### src/design/nsr_pkg.sv
// ----------------------------------------------------------------------------
// nsr_pkg: shared types and constants of the Newton square root block
// Sequencer states, result status codes and configuration register indexes.
// ----------------------------------------------------------------------------
`default_nettype none

package nsr_pkg;

  typedef enum logic [2:0] {
    S_IDLE,
    S_SQ,
    S_DIFF,
    S_TEST,
    S_DIV,
    S_AVG,
    S_FIN
  } nsr_state_t;

  typedef logic [1:0] nsr_status_t;

  localparam nsr_status_t ST_CONVERGED = 2'd0;
  localparam nsr_status_t ST_NEGATIVE  = 2'd1;
  localparam nsr_status_t ST_CAP       = 2'd2;

  localparam int CFG_IDX_WIDTH = 2;
  localparam int CFG_DATA_WIDTH = 6;
  localparam int STEP_WIDTH = 6;

  localparam logic [CFG_IDX_WIDTH-1:0] CFG_MAX_ITERATIONS  = 2'd0;
  localparam logic [CFG_IDX_WIDTH-1:0] CFG_TOLERANCE_SHIFT = 2'd1;

  localparam logic [CFG_DATA_WIDTH-1:0] MAX_ITERATIONS_RST  = 6'd40;
  localparam logic [CFG_DATA_WIDTH-1:0] TOLERANCE_SHIFT_RST = 6'd33;

endpackage

`default_nettype wire

### src/design/newton_square_root.sv
// ----------------------------------------------------------------------------
// newton_square_root
// Square root of a signed fixed-point operand by Heron/Newton refinement on
// one shared add/subtract unit.
// ----------------------------------------------------------------------------
//
//   channel  direction  handshake              payload
//   in_      input      in_valid / in_ready    in_x_value
//   out_     output     out_valid / out_ready  out_root_value, out_status,
//                                              out_iterations_used
//   cfg_     input      cfg_valid / cfg_ready  cfg_index, cfg_data
//
// Every step runs a shift-add square, the difference and test states, a
// restoring divide and an averaging state on the same adder; the square,
// difference and test also run once before the first step. A negative
// operand goes from idle straight to the finishing state. in_ready is high
// only when the sequencer is idle; a finished result waits in the output
// register without blocking the next request. Reset is synchronous and
// active low; the configuration port is always ready.
// ----------------------------------------------------------------------------
`default_nettype none

module newton_square_root #(
  parameter int FRAC_BITS  = 16,
  parameter int DATA_WIDTH = 32
) (
  input  wire                                   clk,
  input  wire                                   rst_n,
  input  wire                                   in_valid,
  output logic                                  in_ready,
  input  wire  signed [DATA_WIDTH-1:0]          in_x_value,
  output logic                                  out_valid,
  input  wire                                   out_ready,
  output logic        [DATA_WIDTH-2:0]          out_root_value,
  output logic        [1:0]                     out_status,
  output logic        [nsr_pkg::STEP_WIDTH-1:0] out_iterations_used,
  input  wire                                   cfg_valid,
  output logic                                  cfg_ready,
  input  wire         [nsr_pkg::CFG_IDX_WIDTH-1:0]  cfg_index,
  input  wire         [nsr_pkg::CFG_DATA_WIDTH-1:0] cfg_data
);

  // Guess width: holds the operand and the first average of a small operand.
  localparam int WW = (DATA_WIDTH - 1 > FRAC_BITS + 1) ? DATA_WIDTH - 1 : FRAC_BITS + 1;
  // Width of the scaled operand X = x << FRAC_BITS.
  localparam int XW = DATA_WIDTH - 1 + FRAC_BITS;
  localparam int AW = 2 * WW + 2;
  localparam int CW = $clog2(XW);
  localparam int SW = nsr_pkg::STEP_WIDTH;
  localparam logic [CW-1:0] SQ_LAST  = CW'(WW - 1);
  localparam logic [CW-1:0] DIV_LAST = CW'(XW - 1);

  nsr_pkg::nsr_state_t state_r, state_nxt;

  logic [nsr_pkg::CFG_DATA_WIDTH-1:0] max_iter_r, max_iter_nxt;
  logic [nsr_pkg::CFG_DATA_WIDTH-1:0] tol_shift_r, tol_shift_nxt;

  logic [XW-1:0]     big_x_r, big_x_nxt;
  logic [XW-1:0]     bound_r, bound_nxt;
  logic [WW-1:0]     w_r, w_nxt;
  logic [SW-1:0]     steps_r, steps_nxt;
  logic [CW-1:0]     cnt_r, cnt_nxt;
  logic [2*WW-1:0]   prod_r, prod_nxt;
  logic [2*WW-1:0]   mcand_r, mcand_nxt;
  logic [WW-1:0]     mplier_r, mplier_nxt;
  logic [AW-1:0]     diff_r, diff_nxt;
  logic [WW-1:0]     rem_r, rem_nxt;
  logic [XW-1:0]     qd_r, qd_nxt;
  logic [1:0]        stat_r, stat_nxt;

  logic              out_valid_r, out_valid_nxt;
  logic [DATA_WIDTH-2:0] out_root_r, out_root_nxt;
  logic [1:0]        out_stat_r, out_stat_nxt;
  logic [SW-1:0]     out_iter_r, out_iter_nxt;

  // Shared add/subtract unit.
  logic [AW-1:0]     alu_a, alu_b, alu_sum;
  logic              alu_sub;
  logic [WW:0]       rem_sh;
  logic [XW-1:0]     x_scaled;

  assign alu_sum = alu_a + (alu_b ^ {AW{alu_sub}}) + {{(AW-1){1'b0}}, alu_sub};
  assign rem_sh  = {rem_r, qd_r[XW-1]};
  assign x_scaled = XW'({in_x_value[DATA_WIDTH-2:0], {FRAC_BITS{1'b0}}});

  assign in_ready            = (state_r == nsr_pkg::S_IDLE);
  assign cfg_ready           = 1'b1;
  assign out_valid           = out_valid_r;
  assign out_root_value      = out_root_r;
  assign out_status          = out_stat_r;
  assign out_iterations_used = out_iter_r;

  always_comb begin
    max_iter_nxt  = max_iter_r;
    tol_shift_nxt = tol_shift_r;
    if (cfg_valid && cfg_ready) begin
      case (cfg_index)
        nsr_pkg::CFG_MAX_ITERATIONS:  max_iter_nxt  = cfg_data;
        nsr_pkg::CFG_TOLERANCE_SHIFT: tol_shift_nxt = cfg_data;
        default: ;
      endcase
    end
  end

  always_comb begin
    state_nxt     = state_r;
    big_x_nxt     = big_x_r;
    bound_nxt     = bound_r;
    w_nxt         = w_r;
    steps_nxt     = steps_r;
    cnt_nxt       = cnt_r;
    prod_nxt      = prod_r;
    mcand_nxt     = mcand_r;
    mplier_nxt    = mplier_r;
    diff_nxt      = diff_r;
    rem_nxt       = rem_r;
    qd_nxt        = qd_r;
    stat_nxt      = stat_r;
    out_valid_nxt = out_valid_r && !out_ready;
    out_root_nxt  = out_root_r;
    out_stat_nxt  = out_stat_r;
    out_iter_nxt  = out_iter_r;
    alu_a         = '0;
    alu_b         = '0;
    alu_sub       = 1'b0;

    case (state_r)
      nsr_pkg::S_IDLE: begin
        if (in_valid) begin
          steps_nxt  = '0;
          cnt_nxt    = '0;
          prod_nxt   = '0;
          big_x_nxt  = x_scaled;
          bound_nxt  = x_scaled >> tol_shift_r;
          w_nxt      = WW'(in_x_value[DATA_WIDTH-2:0]);
          mcand_nxt  = (2*WW)'(in_x_value[DATA_WIDTH-2:0]);
          mplier_nxt = WW'(in_x_value[DATA_WIDTH-2:0]);
          if (in_x_value[DATA_WIDTH-1]) begin
            w_nxt     = '0;
            stat_nxt  = nsr_pkg::ST_NEGATIVE;
            state_nxt = nsr_pkg::S_FIN;
          end else begin
            stat_nxt  = nsr_pkg::ST_CONVERGED;
            state_nxt = nsr_pkg::S_SQ;
          end
        end
      end

      // One partial product per cycle: prod += w << cnt when that bit is set.
      nsr_pkg::S_SQ: begin
        alu_a      = AW'(prod_r);
        alu_b      = AW'(mcand_r);
        if (mplier_r[0]) begin
          prod_nxt = alu_sum[2*WW-1:0];
        end
        mcand_nxt  = {mcand_r[2*WW-2:0], 1'b0};
        mplier_nxt = {1'b0, mplier_r[WW-1:1]};
        cnt_nxt    = cnt_r + 1'b1;
        if (cnt_r == SQ_LAST) begin
          cnt_nxt   = '0;
          state_nxt = nsr_pkg::S_DIFF;
        end
      end

      nsr_pkg::S_DIFF: begin
        alu_a     = AW'(prod_r);
        alu_b     = AW'(big_x_r);
        alu_sub   = 1'b1;
        diff_nxt  = alu_sum;
        state_nxt = nsr_pkg::S_TEST;
      end

      // With d = w*w - X, the error is within bound when bound - d >= 0 for
      // d >= 0, and when bound + d >= 0 for d < 0.
      nsr_pkg::S_TEST: begin
        alu_a   = AW'(bound_r);
        alu_b   = diff_r;
        alu_sub = !diff_r[AW-1];
        if (!alu_sum[AW-1]) begin
          stat_nxt  = nsr_pkg::ST_CONVERGED;
          state_nxt = nsr_pkg::S_FIN;
        end else if (steps_r >= max_iter_r) begin
          stat_nxt  = nsr_pkg::ST_CAP;
          state_nxt = nsr_pkg::S_FIN;
        end else begin
          rem_nxt   = '0;
          qd_nxt    = big_x_r;
          cnt_nxt   = '0;
          state_nxt = nsr_pkg::S_DIV;
        end
      end

      // Restoring division of X by w, one quotient bit per cycle.
      nsr_pkg::S_DIV: begin
        alu_a   = AW'(rem_sh);
        alu_b   = AW'(w_r);
        alu_sub = 1'b1;
        if (alu_sum[AW-1]) begin
          rem_nxt = rem_sh[WW-1:0];
        end else begin
          rem_nxt = alu_sum[WW-1:0];
        end
        qd_nxt  = {qd_r[XW-2:0], !alu_sum[AW-1]};
        cnt_nxt = cnt_r + 1'b1;
        if (cnt_r == DIV_LAST) begin
          cnt_nxt   = '0;
          state_nxt = nsr_pkg::S_AVG;
        end
      end

      nsr_pkg::S_AVG: begin
        alu_a      = AW'(w_r);
        alu_b      = AW'(qd_r);
        w_nxt      = alu_sum[WW:1];
        mcand_nxt  = (2*WW)'(alu_sum[WW:1]);
        mplier_nxt = alu_sum[WW:1];
        prod_nxt   = '0;
        steps_nxt  = steps_r + 1'b1;
        state_nxt  = nsr_pkg::S_SQ;
      end

      nsr_pkg::S_FIN: begin
        if (!out_valid_r || out_ready) begin
          out_valid_nxt = 1'b1;
          out_root_nxt  = w_r[DATA_WIDTH-2:0];
          out_stat_nxt  = stat_r;
          out_iter_nxt  = steps_r;
          state_nxt     = nsr_pkg::S_IDLE;
        end
      end

      default: state_nxt = nsr_pkg::S_IDLE;
    endcase
  end

  always_ff @(posedge clk) begin
    if (!rst_n) begin
      state_r     <= nsr_pkg::S_IDLE;
      out_valid_r <= 1'b0;
      max_iter_r  <= nsr_pkg::MAX_ITERATIONS_RST;
      tol_shift_r <= nsr_pkg::TOLERANCE_SHIFT_RST;
      w_r         <= '0;
      steps_r     <= '0;
    end else begin
      state_r     <= state_nxt;
      out_valid_r <= out_valid_nxt;
      max_iter_r  <= max_iter_nxt;
      tol_shift_r <= tol_shift_nxt;
      w_r         <= w_nxt;
      steps_r     <= steps_nxt;
    end
  end

  always_ff @(posedge clk) begin
    big_x_r    <= big_x_nxt;
    bound_r    <= bound_nxt;
    cnt_r      <= cnt_nxt;
    prod_r     <= prod_nxt;
    mcand_r    <= mcand_nxt;
    mplier_r   <= mplier_nxt;
    diff_r     <= diff_nxt;
    rem_r      <= rem_nxt;
    qd_r       <= qd_nxt;
    stat_r     <= stat_nxt;
    out_root_r <= out_root_nxt;
    out_stat_r <= out_stat_nxt;
    out_iter_r <= out_iter_nxt;
  end

  // A negative operand reports a zero root and no refinement steps.
  assert property (@(posedge clk) disable iff (!rst_n)
    out_valid && out_status == nsr_pkg::ST_NEGATIVE
      |-> out_root_value == '0 && out_iterations_used == '0)
    else $error("negative operand result is not cleared");

  // The divisor is never zero while dividing.
  assert property (@(posedge clk) disable iff (!rst_n)
    state_r == nsr_pkg::S_DIV |-> w_r != '0)
    else $error("division by a zero guess");

  // An accepted request always leaves the idle state.
  assert property (@(posedge clk) disable iff (!rst_n)
    in_valid && in_ready |=> state_r != nsr_pkg::S_IDLE)
    else $error("request accepted without starting work");

  // Only defined status codes reach the output.
  assert property (@(posedge clk) disable iff (!rst_n)
    out_valid |-> out_status == nsr_pkg::ST_CONVERGED || out_status == nsr_pkg::ST_NEGATIVE
                  || out_status == nsr_pkg::ST_CAP)
    else $error("undefined status code on the output");

endmodule

`default_nettype wire
### config.mk
export PLATFORM = sky130hd
export DESIGN_NAME = newton_square_root
export DESIGN_NICKNAME = d
export VERILOG_FILES = /design/src/design/nsr_pkg.sv /design/src/design/newton_square_root.sv
export SDC_FILE = /design/constraint.sdc
export NUM_CORES = 1
export LEC_CHECK = 0
export BUFFER_PORTS_ARGS = -buffer_cell sky130_fd_sc_hd__buf_2
export CAP_MARGIN = 5
export CORE_ASPECT_RATIO = 0.8
export CORE_MARGIN = 2
export CORE_UTILIZATION = 57
export CTS_CLUSTER_SIZE = 20
export DETAILED_ROUTE_END_ITERATION = 6
export GPL_TIMING_DRIVEN = 0
export PLACE_DENSITY = 0.81
export SYNTH_ARGS = -nofsm -noshare
export SYNTH_HDL_FRONTEND = slang
export SYNTH_SLANG_ARGS = --single-unit
export TNS_END_PERCENT = 20
### constraint.sdc
create_clock -name clk -period 8.6 [get_ports clk]
set_clock_uncertainty 0.05 [all_clocks]
set_input_delay 0.86 -clock clk [delete_from_list [all_inputs] [get_ports clk]]
set_output_delay 0.86 -clock clk [all_outputs]
set_load 0.03 [all_outputs]
# == Yosys cells after proc, flatten, opt, wreduce, memory -nomap -nowiden ==
# Cells that the tools add are included.
# op_classes
n_reduce_logical,26
n_bitwise,1
n_eq_ne,17
n_lt_le_gt_ge,1
muxes,42
shifts,1
addsub,4
# op_table
operator,count
$pmux W62 S3,2
$pmux W64 S5,1
$pmux W62 S4,1
$mux W31,6
$mux W62,3
$pmux W31 S2,2
$mux W47,2
$pmux W47 S2,1
$pmux W31 S3,1
$add A64 B1 Y64,1
$add A64 B64 Y64,1
$xor A64 B64 Y64,1
$shr A47 B6 Y47,1
$mux W6,5
$pmux W6 S4,1
$pmux W3 S7,1
$mux W3,5
$ne A2 B2 Y1 const B,7
$add A6 B1 Y6 const B,2
$pmux W6 S2,1
$reduce_and A2 Y1,6
$mux W2,5
$eq A3 B3 Y1 const B,3
$reduce_and A3 Y1,3
20 further kinds,30
# totals
input_bits,45
out_inout_bits,42
wordCells,111
ff_bits,475

# == Longest topological paths before layout ==
# logic_depth
depth_word,8
ltp_mapped,21
depth_no_buf,17

# == Least setup slack after synthesis ==
# Ideal clock, no wire load.
# synth_timing
path_kind,reg2reg
from,reg state_r[0]
to,reg qd_r[0] (enable)
t_arrival_ps,8514
t_required_ps,8026
slack_ps,-488
n_path_buf,5
setup_ps,524
period_less_slack_ps,9088
stages_incl_launch_ff,19
cell_sequence,dfxtp_1 buf_2 clkbuf_1 nor2_1 clkbuf_1 a221oi_1 xnor2_1 ha_1 clkbuf_1 a21o_1 a21o_1 a21oi_1 o21ai_0 a21oi_1 inv_1 o21ai_2 buf_4 nand2_4 o21ai_1
# synth_between
elab_chain_len,8
word_cells_on_any_way,17
classes_between,add/sub: 2; eq/ne: 7; mux: 3; bitwise: 1; reduce/logical: 4
# synth_lines
element,line_no,text
from (decl),newton_square_root.sv:53,"nsr_pkg::nsr_state_t state_r, state_nxt;"
from (signal assigned),newton_square_root.sv:238,state_r <= nsr_pkg::S_IDLE;
from (signal assigned),newton_square_root.sv:245,state_r <= state_nxt;
$eq A3 B3 Y1 / $eq A3 B2 Y1 (equally long branches),newton_square_root.sv:127,case (state_r)
$reduce_or A2 Y1 (no line),n/a,
$pmux W1 S2,newton_square_root.sv:127,
$xor A64 B64 Y64,newton_square_root.sv:82,"assign alu_sum = alu_a + (alu_b ^ {AW{alu_sub}}) + {{(AW-1){1'b0}}, alu_sub};"
$add A64 B64 Y64,newton_square_root.sv:82,
$add A64 B1 Y64,newton_square_root.sv:82,
$ne A2 B2 Y1 (no line),n/a,
$reduce_and A3 Y1 (no line) *,n/a,
to (signal assigned),newton_square_root.sv:263,qd_r <= qd_nxt;
to (decl),newton_square_root.sv:68,"logic [XW-1:0] qd_r, qd_nxt;"
# Every way passes the cells marked *; elsewhere a longest branch is shown, timed or not.
# A chain may end at the register's enable or synchronous reset.

# == Final worst setup path ==
# layout_timing
from,reg state_r[1]
to,reg qd_r[35] (enable)
# Same word-level chain as after synthesis.

==> results.md <==
* Status: finished with violations
* Failing checks: design-rule violations
* Hold WS at 411.6 ps
* Number of CTS-inserted buffers at 48
* Maximum Capacitance Violations at 0
* Yosys synthesis warning count at 0
* CP required at 8860 ps
* Via density per instance at approximately 7
* DR vias at about 25000
* Met3 Wirelength at roughly 18000 µm
* Clock Latency Late Sink at between 600 and 700 ps
* Worst Hold Class: flip-flop to flip-flop
* Worst EP arrival at ~8700 ps
* Initial DRC count at ~4200
* Yosys top cell area share at a little under half
* Flops & latches, synth at between 400 and 500
* Asr flop ratio synth at 0%
* Mapped Cells at roughly 2700
* RSZ-0062 raised after global routing: no
* Hold_buf cts at 0
* Row count at a little over 70
* Port bufs at 85
* Synthesis-to-finish area growth at 11.42%
* Post-DP HPWL at approximately 84000 µm
* Setup Viol. Count Final at 0
* Fin. max-slew vios at 0
* Area leader, netlist: edfxtp_1
* Global-route wire length before repair at between 150000 and 200000 µm
* Synth top area cells: edfxtp_1 (46%), a21oi_1 (6.0%), nand2_1 (4.4%), dfxtp_1 (3.9%), ha_1 (3.2%)
* Final WL at between 100000 and 150000 µm
* Core ar. at ~47000 µm²
* Minimum clock period at around 8400 ps
* Mapped Area at around 27000 µm²
* DRC viols at 11
* Critical path type: flip-flop to flip-flop
* Met2 wire len at ~45000 µm
* Achievable Freq at approximately 120 MHz
* Crit. End Element: flip-flop
* Syn nets at between 2000 and 3000
* CTS root buffer: clkbuf_16
* Setup fix buffers added after clock tree synthesis at 0
* Antenna violations before repair at 13
* Sequential area share after synthesis at 50.00%
* Critical Path Source Type: flip-flop
* # IOs at 87
* Met1 wire length at between 40000 and 50000 µm
* Final setup TNS at 0 ps
* Die Width at around 250 µm
* Drt pass-1 iters at 7
* Die H at 200.3 µm
* Slew of the pin with the lowest slew margin at ~1300 ps
* Synth unique cells at 97
* Post-CTS Resized at 0
* Layout net count at around 3000
* Routability congestion estimate at between 1 and 1.5
* Crit Path Max Fanout at 17
* Largest net degree at the start of global routing at between 60 and 70
* Top sig layer: met5
* GRT Total Usage at 44.29%
* H-tree depth at 2
* Syn_area_per_cell at 10.07 µm²
* Finished Layout Cells at ~3500
* Fin. Hold Viols at 0
* Number of flops mapped to enable cells by yosys at 422
* Clk buf depth at 3
* GR Overflow Total at 0
* Initial Utilization at 58.12%
* Clock slew at reported path FFs at 70 ps
* Placed insts at approximately 3400
* Final period utilization at 97.76%
* Post-DRT Antenna Nets at 0
* Share of layout cells above drive strength 1 at a little under a tenth
* CTS Sinks at about 480
* Routed WL per cell at approximately 32 µm
* CTS tree: yes
* Slew HR at a little over a tenth
* Vias in the first global route at between 20000 and 25000
* Die footprint at ~50000 µm²
* Ys flop type: edfxtp_1
[logic make-up after synthesis]
group                      count (synthesis)  share of synthesized area [%]
and+or+nand+nor                          887                          15.10
buffers and inverters                    259                          3.745
adders and majority gates                 71                          3.262
xor gates and xnor gates                 128                          4.109
AOI/OAI and AO/OA                        812                          19.39
other                                      1                        0.01365
muxes                                     95                          4.382
DFF                                      475                          50.00
[area by class of cell]
class / instances / area, µm²
Multi-Input combinational cell: 1994 / 12750
Fill cell: 3790 / 16660
Buffer: 214 / 867.1
Antenna cell: 1 / 2.502
Tap cell: 620 / 775.7
Sequential cell: 475 / 13730
Inverter: 45 / 168.9
Clock buffer: 63 / 1309
Timing Repair Buffer: 97 / 675.6
Clock inverter: 25 / 322.8
[routing by layer]
| layer | vias to the layer above | track usage [%] |
|---|---|---|
| met5 | - | 0 |
| met4 | 6 | 25.00 |
| met3 | 437 | 15.48 |
| met2 | 2307 | 61.56 |
| met1 | 11857 | 60.30 |
| li1 | 10458 | - |
[per-stage QoR]
| step | utilization (%) | setup slack, ps | area [µm²] |
|---|---|---|---|
| 2_1_floorplan | - | 1008 | 27470 |
| 3_3_place_gp | 60.67 | -3295 | 28670 |
| 3_5_place_dp | 61.27 | 807.8 | 28960 |
| 4_1_cts | 64.72 | 749.5 | 30590 |
| 5_1_grt | 64.75 | 239.9 | 30600 |
| 6_report | 64.75 | 192.4 | 30600 |
[layout by cell type, fill, tap and decap left out, drive strengths merged, types with 46 or more instances in the layout]
cell,n
a211oi,67
dfxtp,53
xnor2,85
a21oi,333
buf,155
a221oi,65
ha,70
o21ai,111
and2,83
mux2i,55
clkbuf,219
nand2,324
nand3,50
nor2,229
edfxtp,422
inv,46
and3,70
[Yosys cell counts, types with 29 or more instances]
cell type / number
buf_1: 34
and3_1: 70
dfxtp_1: 53
a211oi_1: 61
o21ai_1: 39
xor2_1: 43
mux2i_1: 55
a22o_1: 42
nand3_1: 49
a21oi_1: 331
and2_1: 83
nor2_1: 228
ha_1: 70
xnor2_1: 84
a221oi_1: 62
a21o_1: 39
nand4_1: 29
edfxtp_1: 422
nor3_1: 36
clkbuf_1: 155
o21ai_0: 71
nand2_1: 323
inv_1: 41
[worst max-delay path: stages, from the launching register on]
cell      delay, ps
dfxtp_1         320
buf_6           160
nor2b_1         180
clkbuf_1        800
and2_1          250
clkbuf_1        370
clkbuf_1        950
buf_1           740
a21oi_1         200
xnor2_1         170
ha_1            410
a21o_1          210
a21o_1          170
a21oi_1         190
o21bai_1        100
a21o_1          200
a221oi_1        490
or2_2           240
buf_1           500
nand2_4         230
o21ai_4         660
buf_16          250
buf_16          180
[sequential cells by signal (all words and copies together), names as in the netlist, 31 cells and up]
register and cells:
mplier_r 31, diff_r 64, rem_r 31, qd_r 47
mcand_r 62, big_x_r 31, bound_r 47, prod_r 62
w_r 31, out_root_value 31
[worst paths after layout]
path	start	endpoint	slack, ps	depth (start not counted)
setup / recovery	state_r[1]$_SDFFE_PN0P_	qd_r[35]$_DFFE_PP_	190	22
hold / removal	stat_r[0]$_SDFFCE_PN0P_	out_status[0]$_DFFE_PP_	410	0
setup reg to reg	state_r[1]$_SDFFE_PN0P_	qd_r[35]$_DFFE_PP_	190	22
hold reg to reg	stat_r[0]$_SDFFCE_PN0P_	out_status[0]$_DFFE_PP_	410	0
Power is left out: the tool's default activity adds up to more than one toggle a clock period on the data nets, which glitch-free logic cannot reach.
